<file path="src/sv/scr_pkg.sv">
// Shared types, widths and register codes for the two-channel sensor
// calibration block. No dependencies; every other file imports this package.
package scr_pkg;

   localparam int RAW_W       = 16;
   localparam int RND_W       = 16;
   localparam int CFG_W       = 16;
   localparam int CAL_W       = 32;
   localparam int CSR_INDEX_W = 8;

   localparam int SUM_W       = 23;
   localparam int U_W         = SUM_W - 3;
   localparam int MAG_W       = 18;
   localparam int RECIP_W     = 17;
   localparam int RECIP_SHIFT = 20;
   localparam int Q_W         = 15;
   localparam logic [RECIP_W-1:0] RECIP_TEN = RECIP_W'(104857);

   localparam int DIFF_W      = CFG_W + 1;
   localparam int PROD_W      = 2 * DIFF_W;
   localparam int NUM_W       = PROD_W + 1;
   localparam int DIVIDEND_W  = NUM_W - 2;
   localparam int DIVISOR_W   = CFG_W;
   localparam int QS_W        = DIVIDEND_W + 1;
   localparam int DIV_STAGES  = DIVIDEND_W;

   localparam int ROUND_STAGES = 3;
   localparam int CAL_STAGES   = DIV_STAGES + 3;
   localparam int PIPE_DEPTH   = ROUND_STAGES + CAL_STAGES;

   localparam logic signed [CAL_W-1:0] ZERO_SPAN_VALUE = -CAL_W'(10);
   localparam logic signed [CAL_W-1:0] CAL_MAX = {1'b0, {(CAL_W-1){1'b1}}};
   localparam logic signed [CAL_W-1:0] CAL_MIN = {1'b1, {(CAL_W-1){1'b0}}};

   localparam logic signed [CFG_W-1:0] IN_LOW_RESET   = CFG_W'(0);
   localparam logic signed [CFG_W-1:0] IN_HIGH_RESET  = CFG_W'(1000);
   localparam logic signed [CFG_W-1:0] OUT_LOW_RESET  = CFG_W'(0);
   localparam logic signed [CFG_W-1:0] OUT_HIGH_RESET = CFG_W'(1000);

   localparam logic [CSR_INDEX_W-1:0] REG_IN_LOW_A   = CSR_INDEX_W'(0);
   localparam logic [CSR_INDEX_W-1:0] REG_IN_HIGH_A  = CSR_INDEX_W'(1);
   localparam logic [CSR_INDEX_W-1:0] REG_OUT_LOW_A  = CSR_INDEX_W'(2);
   localparam logic [CSR_INDEX_W-1:0] REG_OUT_HIGH_A = CSR_INDEX_W'(3);
   localparam logic [CSR_INDEX_W-1:0] REG_IN_LOW_B   = CSR_INDEX_W'(4);
   localparam logic [CSR_INDEX_W-1:0] REG_IN_HIGH_B  = CSR_INDEX_W'(5);
   localparam logic [CSR_INDEX_W-1:0] REG_OUT_LOW_B  = CSR_INDEX_W'(6);
   localparam logic [CSR_INDEX_W-1:0] REG_OUT_HIGH_B = CSR_INDEX_W'(7);

   typedef struct packed {
      logic signed [CFG_W-1:0] in_low;
      logic signed [CFG_W-1:0] in_high;
      logic signed [CFG_W-1:0] out_low;
      logic signed [CFG_W-1:0] out_high;
   } scr_cal_type;

   typedef struct packed {
      logic                    neg;
      logic                    span_zero;
      logic signed [RND_W-1:0] rounded;
   } scr_side_type;

   typedef struct packed {
      logic signed [RAW_W-1:0] reading_a;
      logic signed [RAW_W-1:0] reading_b;
   } scr_req_type;

   typedef struct packed {
      logic signed [RND_W-1:0] rounded_a;
      logic signed [RND_W-1:0] rounded_b;
      logic signed [CAL_W-1:0] calibrated_a;
      logic signed [CAL_W-1:0] calibrated_b;
      logic                    span_zero_a;
      logic                    span_zero_b;
   } scr_rsp_type;

endpackage

</file>
<file path="src/sv/scr_round.sv">
// One lane of raw-word rounding: 1/16 degree units to tenths, three stages.
// Depends on scr_pkg.
module scr_round import scr_pkg::*; (
   input  logic                    clock,
   input  logic                    en,
   input  logic signed [RAW_W-1:0] raw,
   output logic signed [RND_W-1:0] rounded
);

   logic signed [SUM_W-1:0]       raw_x;
   logic signed [SUM_W-1:0]       sum;
   logic signed [SUM_W-1:0]       adj;
   logic signed [U_W-1:0]         u;
   logic [U_W-1:0]                u_abs;
   logic [MAG_W-1:0]              m1_in;
   logic [MAG_W-1:0]              m1_ff;
   logic                          neg1_ff;
   logic [MAG_W+RECIP_W-1:0]      prod;
   logic [Q_W-1:0]                q2_in;
   logic [Q_W-1:0]                q2_ff;
   logic [MAG_W-1:0]              m2_ff;
   logic                          neg2_ff;
   logic [MAG_W-1:0]              rem_full;
   logic [4:0]                    rem5;
   logic                          ge10;
   logic [4:0]                    remc;
   logic [RND_W-1:0]              qc;
   logic [RND_W-1:0]              qr;
   logic signed [RND_W-1:0]       rounded_in;
   logic signed [RND_W-1:0]       rounded_ff;

   always_comb begin
      raw_x = SUM_W'(raw);
      sum   = (raw_x <<< 5) + (raw_x <<< 4) + (raw_x <<< 1) + SUM_W'(25);
      adj   = sum[SUM_W-1] ? sum + SUM_W'(7) : sum;
      u     = adj[SUM_W-1:3];
      u_abs = u[U_W-1] ? -u : u;
      m1_in = u_abs[MAG_W-1:0];
   end

   assign prod  = (MAG_W+RECIP_W)'(m1_ff) * (MAG_W+RECIP_W)'(RECIP_TEN);
   assign q2_in = prod[RECIP_SHIFT+Q_W-1:RECIP_SHIFT];

   always_comb begin
      rem_full   = m2_ff - (MAG_W'(q2_ff) << 3) - (MAG_W'(q2_ff) << 1);
      rem5       = rem_full[4:0];
      ge10       = rem5 >= 5'd10;
      qc         = RND_W'(q2_ff) + RND_W'(ge10);
      remc       = ge10 ? rem5 - 5'd10 : rem5;
      qr         = qc + RND_W'(!neg2_ff && (remc >= 5'd5));
      rounded_in = neg2_ff ? -qr : qr;
   end

   always_ff @(posedge clock) begin
      if (en) begin
         m1_ff      <= m1_in;
         neg1_ff    <= u[U_W-1];
         q2_ff      <= q2_in;
         m2_ff      <= m1_ff;
         neg2_ff    <= neg1_ff;
         rounded_ff <= rounded_in;
      end
   end

   assign rounded = rounded_ff;

endmodule

</file>
<file path="config.mk">
export PLATFORM = sky130hd
export DESIGN_NAME = scr_round
export DESIGN_NICKNAME = d
export VERILOG_FILES = /design/src/sv/scr_pkg.sv /design/src/sv/scr_round.sv
export SDC_FILE = /design/constraint.sdc
export NUM_CORES = 1
export LEC_CHECK = 0
export ABC_AREA = 1
export BUFFER_PORTS_ARGS = -buffer_cell sky130_fd_sc_hd__buf_4
export CAP_MARGIN = 0
export CORE_MARGIN = 2
export CORE_UTILIZATION = 60
export CTS_CLUSTER_DIAMETER = 40
export CTS_CLUSTER_SIZE = 8
export DETAILED_ROUTE_END_ITERATION = 8
export PLACE_DENSITY_LB_ADDON = 0.05
export SETUP_SLACK_MARGIN = 0.1
export SLEW_MARGIN = 15
export SYNTH_ARGS = -nofsm -noshare
export SYNTH_HDL_FRONTEND = slang
export SYNTH_SLANG_ARGS = --single-unit
export TNS_END_PERCENT = 20
</file>
<file path="constraint.sdc">
create_clock -name clock -period 15.43 [get_ports clock]
set_clock_uncertainty 0.05 [all_clocks]
set_input_delay 0 -clock clock [delete_from_list [all_inputs] [get_ports clock]]
set_output_delay 0 -clock clock [all_outputs]
set_load 0.03 [all_outputs]
</file>
== Yosys cells after proc, flatten, opt, wreduce, memory -nomap -nowiden ==
Cells that the tools add are included.
W data, S select, Z words.
Storage, ports and cells
  register bits after elaboration: 56
  output and inout bits: 16
  word-level logic and storage cells: 26
Cells by class
  add/sub/neg operators: 11
  multipliers: 1
  $lt $le $gt $ge: 2
  muxes and demuxes: 4
  reduce and logical (&&, ||, !) cells: 2
Operator list (number)
  $mul A18 B17 Y35 const B: 1
  $add A22 B17 Y23: 1
  $add A23 B4 Y23 const B: 1
  $add A23 B6 Y23 const B: 1
  $mux W23: 1
  $add A21 B20 Y22: 1
  $mux W18: 1
  $neg A18 Y18: 1
  $add A15 B1 Y16: 1
  $add A16 B1 Y16: 1
  $mux W16: 1
  $neg A16 Y16: 1
  $sub A5 B5 Y5: 2
  $ge A5 B3 Y1 const B: 1
  $ge A5 B4 Y1 const B: 1
  $mux W5: 1
  $sub A5 B4 Y5 const B: 1
  $logic_and A1 B1 Y1: 1
  $logic_not A1 Y1: 1

== Logic depth before layout (Yosys ltp) ==
  word-level depth: 9
  mapped depth: 26
  depth with buffers taken out: 26

== Least setup slack after synthesis ==
OpenSTA, ideal clock, no wires.
  path type: register to register
  start: register m1_ff[5]
  end: register q2_ff[14] (data pin)
  library setup time: 0.260 ns
  arrival: 4.680 ns
  path slack: 10.440 ns
  stages on the path, launching flop included: 18
  buffers on the path: 0
  clock period less this slack: 4.990 ns
  path through: edfxtp_1 -> ha_1 -> inv_1 -> fa_1 -> inv_1 -> fa_1 -> fa_1 -> fa_1 -> fa_1 -> ha_1 -> a21oi_1 -> inv_1 -> a21oi_1 -> a21boi_0 -> o221ai_1 -> nand2_1 -> nand3_1 -> xor2_1
On the way
  cells in the longest elaborated chain, start to end: 1
RTL lines
  start, declared: RTL line scr_round.sv:16  | logic [MAG_W-1:0] m1_ff;
  start signal, assigned: RTL line scr_round.sv:56  | m1_ff <= m1_in;
  $mul A18 B17 Y35: RTL line scr_round.sv:41  | assign prod = (MAG_W+RECIP_W)'(m1_ff) * (MAG_W+RECIP_W)'(RECIP_TEN);
  net prod[34]: RTL line scr_round.sv:18  | logic [MAG_W+RECIP_W-1:0] prod;
  end signal, assigned: RTL line scr_round.sv:58  | q2_ff <= q2_in;
  end, declared: RTL line scr_round.sv:20  | logic [Q_W-1:0] q2_ff;
The timed path passes the listed nets, and every way through them passes these cells.
A chain may end at the register's enable or synchronous reset.

== Worst setup path after layout ==
  start: register m1_ff[4]
  end: register q2_ff[11] (data pin)
Same word-level chain as after synthesis.

==> results summary <==
The final cycle utilization of the critical path came out at 35.8%. The slowest stage of the critical path belongs to the cell sky130_fd_sc_hd__fa_1. The violation count after the first detailed-route iteration is 460. In this run the number of cells on the critical path is 18.

The type of destination of the critical path is a flop. The gate count after technology mapping came out at 1239. The longest individual stage delay on the worst path came out at 0.56 ns. The number of nets in the synthesized netlist came out at 1535. The average instance in the mapped netlist occupies 8.30 um^2. The number of max-cap violations is 0. The combined area of the multi-input logic cells is 7430 um^2. Once the floorplan was initialized, standard cells occupied 61.8% of the core. The largest net degree at the start of global routing is 57. The portion of synthesized cell area occupied by the leading cell type is 21.6%. The cell type group with the largest total delay on the critical path is adder cells. The vias after detailed routing came out at 7877. The worst min-delay path class is in2reg. The run finished with clean final reports. In this run the clock root is driven by a sky130_fd_sc_hd__clkbuf_16. For the worst flop-to-flop path, the logic depth is 18.

After detailed routing, the average wire length per cell comes to 15.3 um. The number of flops mapped to enable cells by yosys came out at 56. The quantity of I/O buffers inserted on ports is 33. The number of optimization iterations in the first detailed-route pass came out at 5. The data arrival time of the critical path came out at 5.53 ns. The filler cells instantiated in the layout total 1445. Post-CTS repair changed the size of 0 cells. The flip-flop cell with the highest count after synthesis is sky130_fd_sc_hd__edfxtp_1.

The residual antenna-violating net count after detailed routing is 0. In this run the worst path has a maximum fanout of 5. The CTS H-tree depth came out at 2. The fmax came out at 0.181 GHz. Cells fill 65.9% of the core in the end.

The placeable core region came out at 16600 um^2. The worst setup path is launched from a flop. The critical path is of the reg2reg type.

Yosys mapped the design onto 41 distinct sky130hd cell types. The area of the die came out at 18200 um^2. The proportion of layout cells with a drive suffix above 1 is 7.59%.

The placed wire-length estimate after detailed placement came out at 20.0 mm. The initialized floorplan defines 47 standard-cell rows. The library cell with the largest summed area after synthesis is sky130_fd_sc_hd__fa_1. Along the worst hold path, the cell count comes to 3.

The sum of buffers and inverters on the critical path is 2. The area taken by flip-flops and latches came out at 1680 um^2. The initial antenna violation count is 0. The post-CTS setup repair buffer count is 0.

The total global routing track utilization is 26.8%. The routability congestion estimate came out at 0.958. The worst slew margin relative to its limit came out at 49.5%.

The cell area that synthesis handed to floorplanning was 10300 um^2. The later pin in the worst-skew pair is clocked with a latency of 0.31 ns. The fraction of the yosys area taken by sequential cells came out at 16.4%.

The via count of the first global-routing pass is 7738. The actual slew at the worst max-slew pin is 0.757 ns. The count of final max-slew check failures is 0. The register clock-pin slew on the reported worst setup and hold paths came out at 0.08 ns.

The routed via count divided by cell count came out at 5.26. 34 I/O pins were placed. The synthesized design contains 56 register bits. The critical path goes through ha_1, ha_1, inv_1, fa_1, fa_1, fa_1, inv_1, fa_1, ha_1, nand2_1, nor2_1, nand4_1, o21ai_0, o21ai_0, o211ai_1, nand2_1, o21ai_0, xor2_1. The clock tree buffer depth came out at 2. The first-pass GRT wire length came out at 38.0 mm. The Yosys warning count is 0.

Counting flops with an async set or reset pin after synthesis yields a share of 0%. The number of remaining DRC errors is 0. By area the synthesized netlist is led by sky130_fd_sc_hd__fa_1, sky130_fd_sc_hd__ha_1, sky130_fd_sc_hd__edfxtp_1.

Setup repair after global routing left no endpoint under its margin. The layout overhead on the synthesized area is 6.62%. The clock period minus final worst setup slack came out at 5.52 ns. The die is 135 um wide. The count of hold buffers inserted by post-cts repair came out at 0.

TritonCTS built the clock tree. The total negative slack for setup checks is 0 ns. The total wirelength of the detailed-routed design is 23.0 mm. Counting the buffers created by CTS gives 5. Counting every sink on the clock net gives 56. The die is 135 um tall.

The final count of hold timing violations is 0. The most numerous cell type found on the critical path is sky130_fd_sc_hd__fa_1. Setup violations remaining at the end of the flow were counted as 0. The total congestion overflow came out at 0.

The antenna diode count came out at 0. STA puts the critical path data required time at 15.44 ns. The final layout contains 1573 nets.
## tightest hold or removal path, stage by stage
cell,delay (ns)
sky130_fd_sc_hd__buf_4,0.13
sky130_fd_sc_hd__xor2_1,0.11
sky130_fd_sc_hd__inv_1,0.06
## logic make-up after synthesis
| logic type | Yosys count | share of synthesized area, % |
|---|---|---|
| simple gates | 430 | 19.1 |
| buf+inv | 308 | 11.3 |
| fa+ha+maj | 278 | 41.9 |
| compound gates | 102 | 5.71 |
| xor+xnor | 65 | 5.54 |
| flops | 56 | 16.4 |
## routing by layer
layer / GRT usage (%) / share of wire (%) / vias up
met3: 4.20 / 5.3 / 31
met5: 0 / 0 / -
met4: 7.08 / 2.2 / 0
met1: 40.4 / 51 / 3674
li1: - / - / 3992
met2: 40.5 / 42 / 180
## state kept, by name, indices dropped and copies added (netlist names)
name and cells:
m1_ff 18, rounded 16, q2_ff 15, m2_ff 5
neg1_ff 1, neg2_ff 1
## final timing paths
check	startpoint	endpoint	slack, ns
setup / recovery	m1_ff[4]$_DFFE_PP_	q2_ff[11]$_DFFE_PP_	9.91
hold / removal	raw[2]	m1_ff[0]$_DFFE_PP_	0.04
setup reg to reg	m1_ff[4]$_DFFE_PP_	q2_ff[11]$_DFFE_PP_	9.91
hold reg to reg	neg1_ff$_DFFE_PP_	neg2_ff$_DFFE_PP_	0.39
## stage by stage
stage	instances	instance area, um^2	worst slack (ns)	hold WS, ns
finish	1498	11000	9.91	0.0388
global route	1498	11000	9.55	0.0703
CTS	1498	11000	9.95	0.0390
detailed placement	1490	10800	9.97	0.363
global placement	1490	10800	10.03	0.350
floorplan	1239	10300	10.44	0.0625
## layout by cell type (no fill, tap or decap), types with 2 or more instances in the layout
cell / netlist / final
sky130_fd_sc_hd__inv_2: 3 / 3
sky130_fd_sc_hd__nor2_1: 58 / 58
sky130_fd_sc_hd__o21ai_0: 28 / 28
sky130_fd_sc_hd__o211ai_1: 2 / 2
sky130_fd_sc_hd__ha_1: 167 / 167
sky130_fd_sc_hd__o21a_1: 4 / 4
sky130_fd_sc_hd__nand2_1: 213 / 213
sky130_fd_sc_hd__o221ai_1: 2 / 2
sky130_fd_sc_hd__a21oi_2: 2 / 2
sky130_fd_sc_hd__edfxtp_1: 56 / 56
sky130_fd_sc_hd__nand3_2: 7 / 7
sky130_fd_sc_hd__a21oi_1: 46 / 46
sky130_fd_sc_hd__nor2_4: 3 / 3
sky130_fd_sc_hd__a21o_1: 2 / 2
sky130_fd_sc_hd__o21bai_1: 7 / 7
sky130_fd_sc_hd__fa_1: 111 / 111
sky130_fd_sc_hd__a31oi_1: 3 / 3
sky130_fd_sc_hd__nor2_2: 12 / 12
sky130_fd_sc_hd__nand3b_1: 4 / 4
sky130_fd_sc_hd__clkbuf_16: 0 / 5
sky130_fd_sc_hd__inv_1: 302 / 302
sky130_fd_sc_hd__xor2_1: 49 / 49
sky130_fd_sc_hd__or2_2: 2 / 2
sky130_fd_sc_hd__nand2_2: 22 / 22
sky130_fd_sc_hd__xnor2_1: 16 / 16
sky130_fd_sc_hd__nand3_1: 70 / 70
sky130_fd_sc_hd__buf_4: 0 / 33
sky130_fd_sc_hd__nor3_1: 14 / 14
sky130_fd_sc_hd__clkinv_4: 0 / 2
sky130_fd_sc_hd__o21ai_2: 2 / 2
sky130_fd_sc_hd__nand4_1: 19 / 19
## synthesized netlist by cell type, drive strengths merged (2+ instances only)
library cell	number
a21oi	48
fa	111
o21ai	30
inv	306
nor3	14
o211ai	2
a21o	2
o21a	4
nand3	77
xor2	49
o21bai	7
a31oi	3
nand3b	4
o221ai	2
xnor2	16
or2	3
nand4	20
edfxtp	56
ha	167
nor2	73
nand2	235
## cell type report
type | count | share of cell area [%]
Multi-Input combinational cell | 875 | 67.8
Sequential cell | 56 | 15.3
Tap cell | 220 | 2.51
Clock inverter | 3 | 0.434
Clock buffer | 5 | 1.14
Timing Repair Buffer | 33 | 2.26
Inverter | 306 | 10.5
Power is not shown: default switching activity piles up to over one toggle a cycle in this logic, so the estimate is an artifact.
