$ cat src/sv/scr_pkg.sv
// Shared types, widths and register codes for the two-channel sensor
// calibration block. No dependencies; every other file imports this package.
package scr_pkg;

   localparam int RAW_W       = 16;
   localparam int RND_W       = 16;
   localparam int CFG_W       = 16;
   localparam int CAL_W       = 32;
   localparam int CSR_INDEX_W = 8;

   localparam int SUM_W       = 23;
   localparam int U_W         = SUM_W - 3;
   localparam int MAG_W       = 18;
   localparam int RECIP_W     = 17;
   localparam int RECIP_SHIFT = 20;
   localparam int Q_W         = 15;
   localparam logic [RECIP_W-1:0] RECIP_TEN = RECIP_W'(104857);

   localparam int DIFF_W      = CFG_W + 1;
   localparam int PROD_W      = 2 * DIFF_W;
   localparam int NUM_W       = PROD_W + 1;
   localparam int DIVIDEND_W  = NUM_W - 2;
   localparam int DIVISOR_W   = CFG_W;
   localparam int QS_W        = DIVIDEND_W + 1;
   localparam int DIV_STAGES  = DIVIDEND_W;

   localparam int ROUND_STAGES = 3;
   localparam int CAL_STAGES   = DIV_STAGES + 3;
   localparam int PIPE_DEPTH   = ROUND_STAGES + CAL_STAGES;

   localparam logic signed [CAL_W-1:0] ZERO_SPAN_VALUE = -CAL_W'(10);
   localparam logic signed [CAL_W-1:0] CAL_MAX = {1'b0, {(CAL_W-1){1'b1}}};
   localparam logic signed [CAL_W-1:0] CAL_MIN = {1'b1, {(CAL_W-1){1'b0}}};

   localparam logic signed [CFG_W-1:0] IN_LOW_RESET   = CFG_W'(0);
   localparam logic signed [CFG_W-1:0] IN_HIGH_RESET  = CFG_W'(1000);
   localparam logic signed [CFG_W-1:0] OUT_LOW_RESET  = CFG_W'(0);
   localparam logic signed [CFG_W-1:0] OUT_HIGH_RESET = CFG_W'(1000);

   localparam logic [CSR_INDEX_W-1:0] REG_IN_LOW_A   = CSR_INDEX_W'(0);
   localparam logic [CSR_INDEX_W-1:0] REG_IN_HIGH_A  = CSR_INDEX_W'(1);
   localparam logic [CSR_INDEX_W-1:0] REG_OUT_LOW_A  = CSR_INDEX_W'(2);
   localparam logic [CSR_INDEX_W-1:0] REG_OUT_HIGH_A = CSR_INDEX_W'(3);
   localparam logic [CSR_INDEX_W-1:0] REG_IN_LOW_B   = CSR_INDEX_W'(4);
   localparam logic [CSR_INDEX_W-1:0] REG_IN_HIGH_B  = CSR_INDEX_W'(5);
   localparam logic [CSR_INDEX_W-1:0] REG_OUT_LOW_B  = CSR_INDEX_W'(6);
   localparam logic [CSR_INDEX_W-1:0] REG_OUT_HIGH_B = CSR_INDEX_W'(7);

   typedef struct packed {
      logic signed [CFG_W-1:0] in_low;
      logic signed [CFG_W-1:0] in_high;
      logic signed [CFG_W-1:0] out_low;
      logic signed [CFG_W-1:0] out_high;
   } scr_cal_type;

   typedef struct packed {
      logic                    neg;
      logic                    span_zero;
      logic signed [RND_W-1:0] rounded;
   } scr_side_type;

   typedef struct packed {
      logic signed [RAW_W-1:0] reading_a;
      logic signed [RAW_W-1:0] reading_b;
   } scr_req_type;

   typedef struct packed {
      logic signed [RND_W-1:0] rounded_a;
      logic signed [RND_W-1:0] rounded_b;
      logic signed [CAL_W-1:0] calibrated_a;
      logic signed [CAL_W-1:0] calibrated_b;
      logic                    span_zero_a;
      logic                    span_zero_b;
   } scr_rsp_type;

endpackage

$ cat src/sv/scr_div.sv
// Pipelined restoring divider, one quotient bit per stage, with side-band
// carried alongside. Depends on scr_pkg.
module scr_div import scr_pkg::*; (
   input  logic                  clock,
   input  logic                  en,
   input  logic [DIVIDEND_W-1:0] dividend,
   input  logic [DIVISOR_W-1:0]  divisor,
   input  scr_side_type          side_in,
   output logic [DIVIDEND_W-1:0] quotient,
   output scr_side_type          side_out
);

   logic [DIVISOR_W:0]    trial   [DIV_STAGES];
   logic [DIVISOR_W:0]    diff    [DIV_STAGES-1];
   logic                  ge      [DIV_STAGES];
   logic [DIVIDEND_W-1:0] dq_src  [DIV_STAGES];
   scr_side_type          side_src[DIV_STAGES];
   logic [DIVISOR_W-1:0]  rem_in  [DIV_STAGES-1];
   logic [DIVIDEND_W-1:0] dq_in   [DIV_STAGES];
   logic [DIVISOR_W-1:0]  rem_ff  [DIV_STAGES-1];
   logic [DIVIDEND_W-1:0] dq_ff   [DIV_STAGES];
   scr_side_type          side_ff [DIV_STAGES];

   always_comb begin
      trial[0]    = {{DIVISOR_W{1'b0}}, dividend[DIVIDEND_W-1]};
      dq_src[0]   = dividend;
      side_src[0] = side_in;
      for (int k = 1; k < DIV_STAGES; k++) begin
         trial[k]    = {rem_ff[k-1], dq_ff[k-1][DIVIDEND_W-1]};
         dq_src[k]   = dq_ff[k-1];
         side_src[k] = side_ff[k-1];
      end
      for (int k = 0; k < DIV_STAGES; k++) begin
         ge[k]    = trial[k] >= {1'b0, divisor};
         dq_in[k] = {dq_src[k][DIVIDEND_W-2:0], ge[k]};
      end
      for (int k = 0; k < DIV_STAGES - 1; k++) begin
         diff[k]   = trial[k] - {1'b0, divisor};
         rem_in[k] = ge[k] ? diff[k][DIVISOR_W-1:0] : trial[k][DIVISOR_W-1:0];
      end
   end

   always_ff @(posedge clock) begin
      if (en) begin
         for (int k = 0; k < DIV_STAGES; k++) begin
            dq_ff[k]   <= dq_in[k];
            side_ff[k] <= side_src[k];
         end
         for (int k = 0; k < DIV_STAGES - 1; k++) begin
            rem_ff[k] <= rem_in[k];
         end
      end
   end

   assign quotient = dq_ff[DIV_STAGES-1];
   assign side_out = side_ff[DIV_STAGES-1];

endmodule

$ cat src/sv/scr_cal.sv
// One lane of two-point linear calibration: products, numerator, divider,
// sign, zero-span value and saturation. Depends on scr_pkg and scr_div.
module scr_cal import scr_pkg::*; (
   input  logic                    clock,
   input  logic                    en,
   input  scr_cal_type             cal,
   input  logic signed [RND_W-1:0] rounded,
   output logic signed [RND_W-1:0] rounded_out,
   output logic signed [CAL_W-1:0] calibrated,
   output logic                    span_zero
);

   logic signed [DIFF_W-1:0]  span;
   logic signed [DIFF_W-1:0]  gain;
   logic signed [DIFF_W-1:0]  diff;
   logic [DIFF_W-1:0]         span_abs;
   logic [DIVISOR_W-1:0]      span_mag;
   logic signed [PROD_W-1:0]  p1_in;
   logic signed [PROD_W-1:0]  p2_in;
   logic signed [PROD_W-1:0]  p1_ff;
   logic signed [PROD_W-1:0]  p2_ff;
   logic signed [RND_W-1:0]   rnd_p_ff;
   logic signed [NUM_W-1:0]   num;
   logic [NUM_W-1:0]          num_abs;
   logic [DIVIDEND_W-1:0]     nmag_ff;
   scr_side_type              side_n_in;
   scr_side_type              side_n_ff;
   logic [DIVIDEND_W-1:0]     quotient;
   scr_side_type              side_q;
   logic signed [QS_W-1:0]    qs;
   logic signed [QS_W-1:0]    qv;
   logic                      sat_hi;
   logic                      sat_lo;
   logic signed [CAL_W-1:0]   cal_in;
   logic signed [CAL_W-1:0]   cal_ff;
   logic                      zero_ff;
   logic signed [RND_W-1:0]   rnd_f_ff;

   always_comb begin
      span     = DIFF_W'(cal.in_high) - DIFF_W'(cal.in_low);
      gain     = DIFF_W'(cal.out_high) - DIFF_W'(cal.out_low);
      diff     = DIFF_W'(rounded) - DIFF_W'(cal.in_low);
      span_abs = span[DIFF_W-1] ? -span : span;
      span_mag = span_abs[DIVISOR_W-1:0];
      p1_in    = PROD_W'(cal.out_low) * PROD_W'(span);
      p2_in    = PROD_W'(diff) * PROD_W'(gain);
   end

   always_comb begin
      num                 = NUM_W'(p1_ff) + NUM_W'(p2_ff);
      num_abs             = num[NUM_W-1] ? -num : num;
      side_n_in.neg       = num[NUM_W-1] ^ span[DIFF_W-1];
      side_n_in.span_zero = span == '0;
      side_n_in.rounded   = rnd_p_ff;
   end

   scr_div u_div (
      .clock    (clock),
      .en       (en),
      .dividend (nmag_ff),
      .divisor  (span_mag),
      .side_in  (side_n_ff),
      .quotient (quotient),
      .side_out (side_q)
   );

   always_comb begin
      qs     = QS_W'(quotient);
      qv     = side_q.neg ? -qs : qs;
      sat_hi = !qv[QS_W-1] && (qv[QS_W-2:CAL_W-1] != '0);
      sat_lo = qv[QS_W-1] && (qv[QS_W-2:CAL_W-1] != '1);
      priority if (side_q.span_zero) begin
         cal_in = ZERO_SPAN_VALUE;
      end else if (sat_hi) begin
         cal_in = CAL_MAX;
      end else if (sat_lo) begin
         cal_in = CAL_MIN;
      end else begin
         cal_in = qv[CAL_W-1:0];
      end
   end

   always_ff @(posedge clock) begin
      if (en) begin
         p1_ff     <= p1_in;
         p2_ff     <= p2_in;
         rnd_p_ff  <= rounded;
         nmag_ff   <= num_abs[DIVIDEND_W-1:0];
         side_n_ff <= side_n_in;
         cal_ff    <= cal_in;
         zero_ff   <= side_q.span_zero;
         rnd_f_ff  <= side_q.rounded;
      end
   end

   assign rounded_out = rnd_f_ff;
   assign calibrated  = cal_ff;
   assign span_zero   = zero_ff;

endmodule

$ cat config.mk
export PLATFORM = sky130hd
export DESIGN_NAME = scr_cal
export DESIGN_NICKNAME = d
export VERILOG_FILES = /design/src/sv/scr_pkg.sv /design/src/sv/scr_div.sv /design/src/sv/scr_cal.sv
export SDC_FILE = /design/constraint.sdc
export NUM_CORES = 2
export LEC_CHECK = 0
export BUFFER_PORTS_ARGS = -buffer_cell sky130_fd_sc_hd__buf_2
export CORE_MARGIN = 2
export CORE_UTILIZATION = 55
export DETAILED_ROUTE_END_ITERATION = 12
export PLACE_DENSITY = 0.79
export SETUP_SLACK_MARGIN = 0.1
export SLEW_MARGIN = 20
export SYNTH_ARGS = -nofsm -noshare
export SYNTH_HDL_FRONTEND = slang
export SYNTH_SLANG_ARGS = --single-unit
$ cat constraint.sdc
create_clock -name clock -period 41.2 [get_ports clock]
set_input_delay 12.36 -clock clock [delete_from_list [all_inputs] [get_ports clock]]
set_output_delay 12.36 -clock clock [all_outputs]
set_load 0.005 [all_outputs]
# Word-level counts from Yosys, hierarchy flattened
# Memories as Yosys holds them, arrays and structs flattened.
# Index checks and enable logic that the tools add are counted.
# Widths: inputs -> output; s select.
# word_totals
register_bits,183
mem_bits_rw,2195
out_inout_bits,49
wordCells,135
memories,3
# memory_table
name,words,width,read_ports,rd_clocked_by_memory_dff,write_ports,line_no,rtl
u_div.dq_ff,33,33,33,0,33,scr_div.sv:21,logic [DIVIDEND_W-1:0] dq_ff [DIV_STAGES];
u_div.side_ff,33,18,33,0,33,scr_div.sv:22,scr_side_type side_ff [DIV_STAGES];
u_div.rem_ff,32,16,32,0,32,scr_div.sv:20,logic [DIVISOR_W-1:0] rem_ff [DIV_STAGES-1];
# classes
add_sub_neg,39
mul,2
n_lt_le_gt_ge,33
n_eq_ne,1
muxes,39
bitwise_logic,1
n_reduce_logical,6
# ops
operator,n
$ge 17x16->1,32
$mux 16,33
$sub 16x16->16,31
$mux 32,2
$sub 16x16->17,3
$add 33x34->35,1
$mul 17x17->34,1
$mux 34,1
$neg 33->34,1
$mul 16x17->33,1
$mux 33,1
$neg 33->33,1
$logic_not 17->1,1
$ge 1x16->1,1
$neg 16->16,1
$sub 1x16->16,1
$logic_and 1x1->1,2
$mux 1,2
$ne 2x2->1 const B,1
$reduce_bool 2->1,1
$reduce_or 2->1,1
$logic_not 1->1,1
$xor 1x1->1,1

# Longest topological paths before layout
# An unclocked memory read counts as a cell.
# logic_depth
depth_word,7
ltp_mapped,38
mapped_depth_nobuf,37

# Modules after synthesis
# From an unflattened synthesis, not the netlist that was laid out.
# unflattened
hier_cells,9561
area_unflattened_um2,127501.0
# modules_own_cells
mod,n_inst,cells_per_inst,area_per_inst_um2,seq_area_each_um2
scr_div,1,6065,94683.3,65913.2
scr_cal,1,3496,32817.7,5495.3

# Least setup slack after synthesis
# OpenSTA, ideal clock, no wires.
# synth_path
path_type,in2reg
from,input port cal[59] (netlist bit)
to,memory u_div.rem_ff[1][103] (netlist bit) (data pin)
arrival_time_ns,21.944
required_ns,40.940
setup_slack_ns,18.997
stages,24
cell_sequence,inv_1 -> ha_1 -> clkbuf_1 -> and3_1 -> a221oi_1 -> o2bb2ai_1 -> a21oi_1 -> clkbuf_1 -> nor2_1 -> a21oi_1 -> ha_1 -> nor2b_1 -> o21ai_0 -> a21boi_0 -> o21a_1 -> o311a_1 -> o31a_1 -> a41o_1 -> o21a_1 -> o21a_1 -> or2_2 -> clkbuf_1 -> buf_1 -> mux2_2
# synth_lines
item,line_no,rtl
"start, declared",scr_cal.sv:6,"input scr_cal_type cal,"
"end, declared",scr_div.sv:20,

# Worst setup path after layout
# layout_path
from,input port cal[16] (netlist bit)
to,register p2_ff[33] (data pin)
# layout_between
elab_chain_len,2
# layout_rtl
item,line_no,rtl
$sub 16x16->17,scr_cal.sv:41,gain = DIFF_W'(cal.out_high) - DIFF_W'(cal.out_low);
$mul 17x17->34,scr_cal.sv:46,p2_in = PROD_W'(diff) * PROD_W'(gain);
net p2_in[33],scr_cal.sv:19,logic signed [PROD_W-1:0] p2_in;
"end signal, assigned",scr_cal.sv:86,p2_ff <= p2_in;
"end, declared",scr_cal.sv:21,logic signed [PROD_W-1:0] p2_ff;
# The timed path passes the listed nets, and every way through them passes these cells.
# A chain may end at the register's enable or synchronous reset.

==> results_dict.tcl <==
set metrics [dict create \
    run_status "finished clean" \
    layout.cells.most_common_list "edfxtp_1 (2378), inv_1 (963), ha_1 (768), fa_1 (607), nor2_1 (561)" \
    cts.htree.levels 4 \
    first_pass_iters 8 \
    netlist_area_sq_mm 0.125 \
    gp_congestion 0.936 \
    hp-class "reg -> reg" \
    relSlewSlack_pct 23.7 \
    rsz0062_at_grt "no" \
    vias 72100 \
    clockBufferDepth 3 \
    regArea_sq_mm 0.0714 \
    worst_skew_pair.late_latency_ps 870 \
    wl_mm 257 \
    final_hold_viol_count 0 \
    grt-ovfl-total 0 \
    synth_edf_count 2378 \
    cp.required_ps 41840 \
    drt_iter0_drc 5907 \
    critPathMaxStageDelay_ps 690 \
    ant_nets 0 \
    mostFrequentLayoutCell "edfxtp_1" \
    path_common_cell "fa_1" \
    num_rows 174 \
    wl_met3_mm 14.8 \
    die-area_sq_mm 0.231 \
    boundaryPins 131 \
    avgSynthCellArea_sq_um 13.8 \
    grt_pass1_wl_mm 403 \
    core_area_sq_mm 0.225 \
    cap_violations 0 \
    synthesis.instances 9080 \
    end_kind "flop" \
    die_y_um 481 \
    ys_types 84 \
    cts_tree "yes" \
    worstPathMaxFanout 18 \
    area_growth_pct 10.1 \
    grt_max_degree 191 \
    start_util_pct 55.4 \
    max_freq_ghz 0.0467 \
    dp_hpwl_mm 176 \
    tns_ps 0 \
    track_usage_pct 22.3 \
    ys.warnings.count 0 \
    tightest_slew_ps 1140 \
    fin_crit_ps 21430 \
    cts_setup_buffers 0 \
    clock-sinks 2378 \
    portBuffers 130 \
    worst_path_max_delay_cell "a2111oi_0" \
    criticalPathCategory "in -> reg" \
    yosysSeqAreaShare_pct 57.2 \
    worst_setup_path_start_kind "input port" \
    cts_buffers 223 \
    period_share_pct 52.0 \
    synth_area_leaders "edfxtp_1 (57%), fa_1 (9.7%), ha_1 (7.7%)" \
    vias_per_cell 5.72 \
    yosys.area.top_type "edfxtp_1" \
    syn_nets 10500 \
    post_drt_wl_per_cell_um 20.4 \
    fin_worst_skew_ps 74.0 \
    synth-seq-cells 2378 \
    ctsRootBufferMaster "clkbuf_16" \
    antenna_found_initial 3 \
    cp.arrival_ps 22070 \
    synth_ff_type "edfxtp_1" \
    chipWidth_um 481 \
    grt_pass1_vias 74200 \
    hold_buffers 0 \
    nets 10900 \
    setup_viol 0 \
    path_clk_slew_ps 60 \
    wl_met1_mm 103 \
    drc 0 \
    top_layer "met5" \
    maxSlewViolCount 0 \
    async_flop_share_pct 0 \
    route.met2.wl_mm 128 \
    yosysTopAreaCellShare_pct 57.2 \
    cts_resized 0 \
    drive_gt1_share_pct 11.5 \
    nFillCells 16700 \
    multi_input_area_sq_mm 0.0497 \
]
==> per-layer routing <==
layer | vias up | global-route usage, %
li1 | 33500 | -
met5 | - | 0
met4 | 4 | 9.87
met2 | 2304 | 38.1
met1 | 35700 | 28.0
met3 | 636 | 3.69
==> cells by family after synthesis <==
| family | share of synthesized area, % |
|---|---|
| buf+inv | 3.35 |
| flops | 57.2 |
| compound gates | 6.75 |
| xor+xnor | 3.95 |
| fa+ha+maj | 17.4 |
| simple gates | 7.29 |
| mux | 4.06 |
==> final cells by class <==
type                    instances  share of cell area, %
inverters                     965                   2.63
multi-input cells            5591                   36.1
repair buffers                254                   1.21
flip-flops and latches       2378                   51.9
clock buffers                 252                   4.14
well taps                    2992                   2.72
diodes                          1                0.00182
clock inverters               170                   1.26
==> flip-flops by register name, indices dropped and copies added, names as in the netlist, 18 cells and up <==
register       cells
calibrated        32
nmag_ff           33
p1_ff             33
p2_ff             34
side_n_ff         18
u_div.dq_ff     1089
u_div.rem_ff     512
u_div.side_ff    594
==> final timing paths <==
kind                       start             endpoint  slack, ps  depth (start not counted)
max reg2reg             p1_ff[0]          nmag_ff[32]      36400                         13
max                      cal[16]            p2_ff[33]      19770                         35
min reg2reg  u_div.dq_ff[26][23]  u_div.dq_ff[27][24]        360                          0
min          u_div.dq_ff[26][23]  u_div.dq_ff[27][24]        360                          0
==> worst max-delay path: cells and delay by family <==
kind / cells / cell delay [ps]
compound gates: 19 / 4490
fa+ha+maj: 9 / 4230
buf+inv: 4 / 620
simple gates: 2 / 260
xor+xnor: 1 / 90
==> metrics by stage <==
| step | cells | utilization, % | instance area [sq um] | hold WS (ps) | setup WS [ps] |
|---|---|---|---|---|---|
| 6_report | 12600 | 61.0 | 138000 | 359 | 19770 |
| 5_1_grt | 12600 | 61.0 | 138000 | 369 | 19080 |
| 4_1_cts | 12600 | 61.0 | 137000 | 352 | 19920 |
| 3_5_place_dp | 12200 | 57.7 | 130000 | 405 | 18940 |
| 3_3_place_gp | 12200 | 57.7 | 130000 | 400 | 19110 |
| 2_1_floorplan | 9080 | - | 125000 | 400 | 19000 |
==> cell usage after synthesis (99+ instances only) <==
library cell / count
a21o_1: 164
a21oi_1: 399
clkbuf_1: 136
edfxtp_1: 2378
fa_1: 607
ha_1: 768
inv_1: 964
mux2_2: 415
nand2_1: 451
nand4_1: 144
nor2_1: 561
nor2b_1: 99
nor3_1: 116
o21ai_0: 215
xnor2_1: 367
xor2_1: 193
Power is not shown: default switching activity piles up to over one toggle a cycle in this logic, so the estimate is an artifact.
